$ cat src/hwm_pkg.sv
`default_nettype none
package hwm_pkg;

	localparam int TABLE_SAMPLES = 256;
	localparam int MAX_HARMONICS = 16;
	localparam int PERIOD        = TABLE_SAMPLES - 1;
	localparam int TS_W          = $clog2(TABLE_SAMPLES);
	localparam int MH_W          = (MAX_HARMONICS > 1) ? $clog2(MAX_HARMONICS) : 1;
	localparam int HC_W          = 5;
	localparam int CMD_W         = 2;
	localparam int IDX_W         = 8;
	localparam int LEV_W         = 16;
	localparam int SIN_W         = 16;
	localparam int MIX_W         = 24;
	localparam int SMP_W         = 20;
	localparam int NUM_W         = 41;
	localparam int DEN_W         = MIX_W + 1;
	localparam int REM_W         = DEN_W + 1;
	localparam int DIV_STEPS     = NUM_W;
	localparam int DCNT_W        = $clog2(DIV_STEPS);

	localparam logic [CMD_W-1:0] CMD_SET_LEVEL = 2'd0;
	localparam logic [CMD_W-1:0] CMD_MIX       = 2'd1;
	localparam logic [CMD_W-1:0] CMD_READ      = 2'd2;

	localparam logic [63:0] Q30_ONE = 64'd1 << 30;
	localparam logic [63:0] K_C1 = 64'd1686629713;
	localparam logic [63:0] K_C3 = 64'd693598668;
	localparam logic [63:0] K_C5 = 64'd85569306;
	localparam logic [63:0] K_C7 = 64'd5026995;
	localparam logic [63:0] K_C9 = 64'd172272;

	typedef enum logic [1:0] {
		ST_IDLE,
		ST_MIX,
		ST_NORM,
		ST_READ
	} ctrl_state_t;

	typedef enum logic [2:0] {
		NP_IDLE,
		NP_FETCH,
		NP_SETUP,
		NP_DIV,
		NP_WRITE
	} norm_phase_t;

	typedef struct packed {
		logic wr_level;
		logic start_mix;
		logic start_norm;
		logic rd_issue;
		logic load_out;
	} dp_cmd_t;

	typedef struct packed {
		logic mix_done;
		logic norm_done;
		logic out_valid;
	} dp_sts_t;

	typedef logic signed [SIN_W-1:0] sine_rom_t [PERIOD];

	function automatic logic [63:0] mul_q30(input logic [63:0] a, input logic [63:0] b);
		return (a * b + (64'd1 << 29)) >> 30;
	endfunction

	// quarter-wave polynomial sine over one period of PERIOD points, Q1.15
	function automatic sine_rom_t sine_build();
		sine_rom_t   r;
		logic [63:0] ph;
		logic [63:0] f;
		logic [63:0] x;
		logic [63:0] x2;
		logic [63:0] t;
		logic [63:0] y;
		logic [63:0] v;
		logic [1:0]  quad;
		for (int k = 0; k < PERIOD; k++) begin
			ph   = ((64'(k) << 32) + 64'(PERIOD / 2)) / 64'(PERIOD);
			quad = ph[31:30];
			f    = {34'd0, ph[29:0]};
			x    = quad[0] ? (Q30_ONE - f) : f;
			x2   = mul_q30(x, x);
			t    = K_C9;
			t    = K_C7 - mul_q30(x2, t);
			t    = K_C5 - mul_q30(x2, t);
			t    = K_C3 - mul_q30(x2, t);
			t    = K_C1 - mul_q30(x2, t);
			y    = mul_q30(x, t);
			v    = (y + 64'd16384) >> 15;
			if (v > 64'd32767) v = 64'd32767;
			r[k] = quad[1] ? -SIN_W'(v) : SIN_W'(v);
		end
		return r;
	endfunction

	localparam sine_rom_t SINE_ROM = sine_build();

endpackage
`default_nettype wire

$ cat src/hwm_ctrl.sv
`default_nettype none
module hwm_ctrl (
	input  wire logic                      clk,
	input  wire logic                      arst_n,
	input  wire logic                      in_valid,
	output logic                           in_ready,
	input  wire logic [hwm_pkg::CMD_W-1:0] cmd,
	input  wire logic                      out_ready,
	input  wire hwm_pkg::dp_sts_t          sts,
	output hwm_pkg::dp_cmd_t               dcmd
);

	hwm_pkg::ctrl_state_t state_q, state_d;
	logic accept_c;

	always_ff @(posedge clk or negedge arst_n) begin
		if (!arst_n) begin
			state_q <= hwm_pkg::ST_IDLE;
		end else begin
			state_q <= state_d;
		end
	end

	assign accept_c = in_valid && in_ready;

	always_comb begin
		state_d  = state_q;
		dcmd     = '0;
		in_ready = 1'b0;
		case (state_q)
			hwm_pkg::ST_IDLE: begin
				in_ready = 1'b1;
				if (accept_c) begin
					case (cmd)
						hwm_pkg::CMD_SET_LEVEL: dcmd.wr_level = 1'b1;
						hwm_pkg::CMD_MIX: begin
							dcmd.start_mix = 1'b1;
							state_d        = hwm_pkg::ST_MIX;
						end
						hwm_pkg::CMD_READ: begin
							dcmd.rd_issue = 1'b1;
							state_d       = hwm_pkg::ST_READ;
						end
						default: ;
					endcase
				end
			end
			hwm_pkg::ST_MIX: begin
				if (sts.mix_done) begin
					dcmd.start_norm = 1'b1;
					state_d         = hwm_pkg::ST_NORM;
				end
			end
			hwm_pkg::ST_NORM: begin
				if (sts.norm_done) state_d = hwm_pkg::ST_IDLE;
			end
			hwm_pkg::ST_READ: begin
				// hold the fetched sample until the output register frees up
				if (!sts.out_valid || out_ready) begin
					dcmd.load_out = 1'b1;
					state_d       = hwm_pkg::ST_IDLE;
				end
			end
			default: state_d = hwm_pkg::ST_IDLE;
		endcase
	end

endmodule
`default_nettype wire

$ cat config.mk
export PLATFORM = sky130hd
export DESIGN_NAME = hwm_ctrl
export DESIGN_NICKNAME = d
export VERILOG_FILES = /design/src/hwm_pkg.sv /design/src/hwm_ctrl.sv
export SDC_FILE = /design/constraint.sdc
export NUM_CORES = 1
export LEC_CHECK = 0
export ABC_AREA = 1
export BUFFER_PORTS_ARGS = -buffer_cell sky130_fd_sc_hd__buf_2
export CAP_MARGIN = 25
export CORE_AREA = 3 3 40 42
export CTS_BUF_LIST = sky130_fd_sc_hd__clkbuf_8
export DETAILED_ROUTE_END_ITERATION = 6
export DIE_AREA = 0 0 43 45
export PLACE_DENSITY = 0.39
export RECOVER_POWER = 25
export SLEW_MARGIN = 20
export SYNTH_ARGS = -nofsm -noshare
export SYNTH_HDL_FRONTEND = slang
export SYNTH_SLANG_ARGS = --single-unit
$ cat constraint.sdc
create_clock -name clk -period 0.82 [get_ports clk]
set_input_delay 0.164 -clock clk [delete_from_list [all_inputs] [get_ports clk]]
set_output_delay 0.164 -clock clk [all_outputs]
set_load 0.01 [all_outputs]
Word-level counts from Yosys, hierarchy flattened

Index checks and enable logic that the tools add are counted.
W data, S select, Z words.

Equal/unequal tests: 10
Muxes and demuxes: 18
Reduce and logical (&&, ||, !) cells: 6

Operator list:

| kind                 | count |
|---|---|
| $mux W2              | 6 |
| $mux W1              | 10 |
| $ne A2 B2 Y1 const B | 4 |
| $pmux W2 S4          | 1 |
| $eq A2 B2 Y1 const B | 3 |
| $reduce_and A5 Y1    | 1 |
| $eq A2 B1 Y1 const B | 2 |
| $logic_not A2 Y1     | 2 |
| $pmux W2 S2          | 1 |
| $ne A3 B1 Y1 const B | 1 |
| $logic_and A1 B1 Y1  | 1 |
| $logic_not A1 Y1     | 1 |
| $logic_or A1 B1 Y1   | 1 |

Word-level logic and storage cells: 35
Input port bits: 9
Bits in registers: 2
Output and inout bits: 6

Longest topological paths before layout

Gate-level depths: netlist of run 1.

Word-level depth: 5
Depth in mapped cells: 7
Depth with buffers taken out: 7

Worst setup path before layout of run 1

Ideal clock, no wire load.

Kind: register to output
Start point: register state_q[1]
End point: output port dcmd[4] (netlist name)
Required time: 0.656 ns
Arrival: 0.995 ns
Setup slack: -0.339 ns
Buffers on the path: 0
Cell stages (with the launch flop): 4
Cell sequence: dfrtp_1 -> nor2_2 -> nand2_1 -> nor3_1

RTL lines:

| what                   | RTL line       | RTL |
|---|---|---|
| from (decl)            | hwm_ctrl.sv:13 | `hwm_pkg::ctrl_state_t state_q, state_d;` |
| from (signal assigned) | hwm_ctrl.sv:18 | `state_q <= hwm_pkg::ST_IDLE;` |
| from (signal assigned) | hwm_ctrl.sv:20 | `state_q <= state_d;` |
| to (decl)              | hwm_ctrl.sv:10 | `output hwm_pkg::dp_cmd_t dcmd` |

==> metrics.json, run 1 <==
{
  "worst_hold_slack_ps": 271,
  "n_antenna_cell": 0,
  "global_route.usage.total_pct": 6.66,
  "worst_r2r_path_depth": 7,
  "critical_path.cell_chain": "nor2_4 -> nand2_2 -> nor3_2 -> buf_2",
  "slowest_cell_on_crit_path": "dfrtp_2",
  "maxCapViolations": 0,
  "setup_repair_after_global_routing_missed_its_margin": "yes",
  "post_synth_main_area_contributors": "dfrtp_1 (23%), nand2_1 (19%), inv_1 (14%)",
  "drtIter0Drc": 5,
  "worst_path_arrival_time_ps": 1060,
  "setup_tns_ps": -2720,
  "critical_r2r_capture": "state_q[0]",
  "clk_root_buffer_cell": "clkbuf_8",
  "cpPeakStageDelay_ps": 420,
  "final_max_slew_viol_count": 0,
  "setup_viol": 8,
  "reg_top3": "state_q (2)",
  "clkSinkCount": 2,
  "hold_path.class": "input port to asynchronous set/reset pin",
  "layout_worst_path_cycle_share_pct": 149,
  "post_cts_clock_slew_at_the_launch_and_capture_registers_of_the_worst_setup_and_hold_paths_ps": 30,
  "mappedNetlistArea_um2": 214,
  "grt_start_max_net_pins": 6,
  "vias": 266,
  "flop2flop_setup_slack_ps": -300,
  "synth.ff_latch_count": 2,
  "port_buffers": 14,
  "syn_area_per_cell_um2": 5.94,
  "place_inst": 66,
  "violated_checks": "negative setup slack",
  "worstSetupStartpointType": "flip-flop",
  "htreeDepth": 1,
  "irDropWorstVdd_mv": 1.11,
  "first_pass_grt_wire_length_um": 910,
  "synth_warnings": 0,
  "cp_data_required_time_ps": 660,
  "critical_path_class": "flip-flop to primary output",
  "outcome": "finished with violations",
  "largest_register": "state_q",
  "setup.worst_path.end_class": "primary output",
  "post-place-ws_ps": -226,
  "clock.fmax_mhz": 817,
  "worst_case_clock_buffer_depth": 2,
  "finalHoldViolCount": 0,
  "drt-pass1-iter-count": 4,
  "syn-num-nets": 45,
  "timing.clock.skew_ps": 2.12,
  "area_delta_synth_final_pct": 99.4,
  "remaining_drc_errors": 0,
  "largest_reg_flops": 2,
  "period_needed_ps": 1220,
  "synth_largest_area_cell": "dfrtp_1",
  "cp.buffers_inverters": 1,
  "r2r_start": "state_q[0]",
  "overflow": 0,
  "synthDistinctLibCells": 11,
  "synthDominantCellAreaShare_pct": 23.4,
  "postRouteAntennaNets": 0,
  "die_w_um": 43,
  "yosysSeqAreaShare_pct": 23.4,
  "floorplan.die_area_mm2": 0.00194,
  "worst_pin_slew_ps": 195,
  "static_leak_uw": 0.000245,
  "grt_pass1_vias": 242,
  "clock_latency_of_the_later_clocked_register_in_the_worst_skew_pair_ps": 210,
  "final_nets": 68,
  "floorplan.rows": 13,
  "relSlewSlack_pct": 87.0,
  "die_h_um": 45,
  "post_route_cells_drive_above_1_share_pct": 57.9,
  "grt_antenna_before_repair": 0,
  "cpLargestDelayFamily": "flip-flops",
  "power-per-cell-area_mw_per_mm2": 3220,
  "tritoncts.num_buffers": 3,
  "routabilityCongestion": 0.674,
  "core_mm2": 0.00128,
  "finalCoreUtilization_pct": 33.2,
  "stdcell_count": 72,
  "hpwl_detailed_um": 455,
  "floorplan.io_pins": 15,
  "synthesis.instances": 36,
  "routed_via_density": 3.69,
  "initial_core_util_pct": 16.7,
  "worst_slack_ps": -404,
  "post_detailed_route_wirelength_per_cell_um": 8.13,
  "tritoncts": "done",
  "postRouteWirelength_um": 585,
  "crit_path_max_fanout": 4
}
-- cell type report --
class                   instances  area [um^2]
fillers                       140          858
flip-flops and latches          2         52.6
multi-input cells              26          169
clock buffers                   3         41.3
well taps                      15         18.8
inverters                       8         30.0
repair buffers                 18          115
-- through the flow --
stage          cell area [um^2]  power, uW
2_1_floorplan               231        547
3_3_place_gp                328        741
3_5_place_dp                328        734
4_1_cts                     405       1280
5_1_grt                     427       1480
6_report                    427       1380
-- Yosys cell counts --
cell / number
nand2_1: 11
inv_1: 8
nor2_1: 4
nor2_2: 3
a21oi_1: 2
dfrtp_1: 2
nand3_1: 2
nand2_2: 1
nand3b_1: 1
nor2_8: 1
nor3_1: 1
-- cells in the final DEF, fill, tap and decap left out --
| cell | instances |
|---|---|
| nand3_2 | 2 |
| nor2_2 | 4 |
| a21oi_1 | 2 |
| nand3b_1 | 1 |
| buf_6 | 3 |
| clkbuf_8 | 3 |
| nor2_4 | 1 |
| nor2_1 | 2 |
| nand2_2 | 2 |
| clkbuf_1 | 1 |
| buf_2 | 12 |
| nand2_1 | 9 |
| nor3_2 | 1 |
| nand2_4 | 1 |
| buf_4 | 1 |
| inv_1 | 8 |
| nor2_8 | 1 |
| dfrtp_2 | 2 |
| dlygate4sd3_1 | 1 |
-- logic make-up after synthesis --
kind of cell    synth area share [%]
simple gates                    57.9
buf+inv                         14.0
flops                           23.4
compound gates                  4.68
-- repair_timing --
| item | in CTS | in global routing |
|---|---|---|
| endpoints found under the hold margin | 2 | 0 |
| gates cloned | 0 | 0 |
| pin swaps | 0 | 3 |
| gates resized for setup | 3 | 6 |
| endpoints found under the setup margin | 8 | 8 |
| buffers inserted | 2 | 0 |
| hold buffers | 1 | 0 |
-- how the worst max path moves through the flow --
stage	startpoint	end	slack (ps)	cells past startpoint
final	state_q[0]	dcmd[4]	-400	4
after CTS	state_q[1]	dcmd[4]	-430	4
after detailed placement	state_q[1]	dcmd[4]	-230	4
after global routing	state_q[0]	dcmd[4]	-440	4
after global placement	state_q[1]	state_q[0]	-210	6
after floorplan	state_q[1]	dcmd[4]	-200	3
-- report_power, final --
part           internal [uW]  total, uW  switching (uW)
Combinational            400        772             372
Clock                    310        378            68.8
Sequential               155        226            71.1
Total                    864       1380             512
-- per-layer routing --
metal | GRT usage (%) | routed length (um)
met2 | 8.98 | 284
met4 | 7.23 | 0
met3 | 2.79 | 30
met1 | 7.45 | 270
met5 | 0 | 0
(Power assumes the default switching activity.)
==> run 2: changes to the inputs <==
- CTS_CLUSTER_DIAMETER: unset -> 30
- GPL_TIMING_DRIVEN: unset -> 0
==> run 2 against run 1 <==
The flow still finishes with violations (negative setup slack). Highest routed layer unchanged. Final cell count grew 2.8%. Setup slack worse by 6.2 ps. Hold slack improved by 0.82 ps. Count of clock-buffer cells in the layout did not move.
==> metrics.json, run 2 (synthesis results as in run 1) <==
{
  "outcome": "finished with violations",
  "violated_checks": "negative setup slack",
  "period_needed_ps": 1230,
  "global_route.usage.total_pct": 6.74,
  "postRouteWirelength_um": 609,
  "first_pass_grt_wire_length_um": 1000,
  "finalHoldViolCount": 0,
  "final_max_slew_viol_count": 0,
  "floorplan.rows": 13,
  "flop2flop_setup_slack_ps": -330,
  "setup_viol": 8,
  "critical_r2r_capture": "state_q[0]",
  "postRouteAntennaNets": 0,
  "irDropWorstVdd_mv": 0.991,
  "grt_pass1_vias": 244,
  "clkSinkCount": 2,
  "vias": 280,
  "layout_common_cells": "buf_2 (12), inv_1 (7), nand2_1 (7)",
  "post_route_cells_drive_above_1_share_pct": 61.0,
  "htreeDepth": 1,
  "combined_flip_flop_and_latch_cell_area_um2": 52.6,
  "power-per-cell-area_mw_per_mm2": 3240,
  "reg_top3": "state_q (2)",
  "postLayoutCellArea_um2": 437,
  "port_buffers": 14,
  "largest_register": "state_q",
  "final_nets": 70,
  "cp_data_required_time_ps": 660,
  "stdcell_count": 74,
  "tritoncts": "done",
  "overflow": 0,
  "routabilityCongestion": 0.655,
  "setup_repair_after_global_routing_missed_its_margin": "yes",
  "worst_slack_ps": -411,
  "setup_tns_ps": -2920,
  "hpwl_detailed_um": 442,
  "layout_worst_path_cycle_share_pct": 150,
  "drt-pass1-iter-count": 1,
  "finalCoreUtilization_pct": 34.0,
  "setup.worst_path.end_class": "primary output",
  "postPlaceCellArea_um2": 320,
  "grt_antenna_before_repair": 0,
  "clk_root_buffer_cell": "clkbuf_8",
  "die_h_um": 45,
  "worst_pin_slew_ps": 156,
  "worst_path_arrival_time_ps": 1070,
  "tritoncts.num_buffers": 3,
  "drtIter0Drc": 0,
  "worstSetupStartpointType": "flip-flop",
  "place_inst": 65,
  "critical_path_class": "flip-flop to primary output",
  "crit_path_max_fanout": 4,
  "hold_path.class": "input port to asynchronous set/reset pin",
  "post_cts_clock_slew_at_the_launch_and_capture_registers_of_the_worst_setup_and_hold_paths_ps": 30,
  "floorplan.die_area_mm2": 0.00194,
  "largest_reg_flops": 2,
  "maxCapViolations": 0,
  "count_of_filler_cells_inserted_in_the_layout": 140,
  "clock_latency_of_the_later_clocked_register_in_the_worst_skew_pair_ps": 210,
  "worst_case_clock_buffer_depth": 2,
  "final_common_cell": "buf_2",
  "relSlewSlack_pct": 89.6,
  "clock.fmax_mhz": 813,
  "multi_input_area_um2": 164,
  "core_mm2": 0.00128,
  "grt_start_max_net_pins": 6,
  "routed_via_density": 3.78,
  "worst_r2r_path_depth": 7,
  "initial_core_util_pct": 16.7,
  "r2r_start": "state_q[1]",
  "timing.clock.skew_ps": 2.36,
  "static_leak_uw": 0.000251,
  "post_detailed_route_wirelength_per_cell_um": 8.23,
  "floorplan.io_pins": 15,
  "remaining_drc_errors": 0,
  "area_delta_synth_final_pct": 104,
  "n_antenna_cell": 0,
  "die_w_um": 43,
  "worst_hold_slack_ps": 272
}
[run 2: changes by cell type in the layout (fill, tap and decap cells not counted)]
cell / before / now
buf_4: 1 / 3
nand2_1: 9 / 7
nand3_2: 2 / 0
inv_1: 8 / 7
inv_2: 0 / 1
nand2_2: 2 / 4
nand3_1: 0 / 2
[run 2: layout make-up]
cell class | count | area share (%)
Clock buffer | 3 | 9.46
Inverter | 8 | 6.88
Multi-Input combinational cell | 26 | 37.5
Sequential cell | 2 | 12.0
Tap cell | 15 | 4.30
Timing Repair Buffer | 20 | 29.8
[run 2: critical path, cell delays in order, from the launching register on]
cell,delay (ps)
dfrtp_2,420
nor2_4,130
nand2_2,80
nor3_2,90
buf_2,140
[run 2: layer usage]
layer  GRT usage, %  share of wire (%)  wire [um]  vias up
li1               -                  -          -      153
met1           8.65                 46        283      122
met2           10.8                 51        309        5
met3           2.39                2.6         16        0
met4           1.81                  0          0        0
met5              0                  0          0        -
[run 2: worst max path at each step]
stage / from / to / slack (ps) / depth (start not counted)
after floorplan: state_q[1] / dcmd[4] / -200 / 3
after global placement: state_q[1] / dcmd[4] / -280 / 4
after detailed placement: state_q[1] / dcmd[4] / -260 / 4
after CTS: state_q[0] / dcmd[4] / -430 / 4
after global routing: state_q[1] / dcmd[4] / -450 / 4
final: state_q[1] / dcmd[4] / -410 / 4
[run 2: what timing repair did]
| action | in CTS | in global routing |
|---|---|---|
| setup buffers | 4 | 2 |
| pin swaps | 1 | 4 |
| endpoints found under the setup margin | 8 | 8 |
| cloned | 0 | 0 |
| hold buffers | 1 | 0 |
| gates resized for setup | 4 | 7 |
| endpoints found under the hold margin | 2 | 0 |
[run 2: report_power, final]
part | switching, uW | leakage, uW | internal (uW) | total [uW]
logic | 378 | 0.000207 | 437 | 815
registers | 65.4 | 0.0000227 | 155 | 220
clock network | 68.8 | 0.0000216 | 310 | 378
total | 512 | 0.000251 | 901 | 1410
[run 2: stage by stage]
step	worst slack, ps	total power [uW]
2_1_floorplan	-199	547
3_3_place_gp	-278	700
3_5_place_dp	-260	688
4_1_cts	-426	1340
5_1_grt	-453	1550
6_report	-411	1410
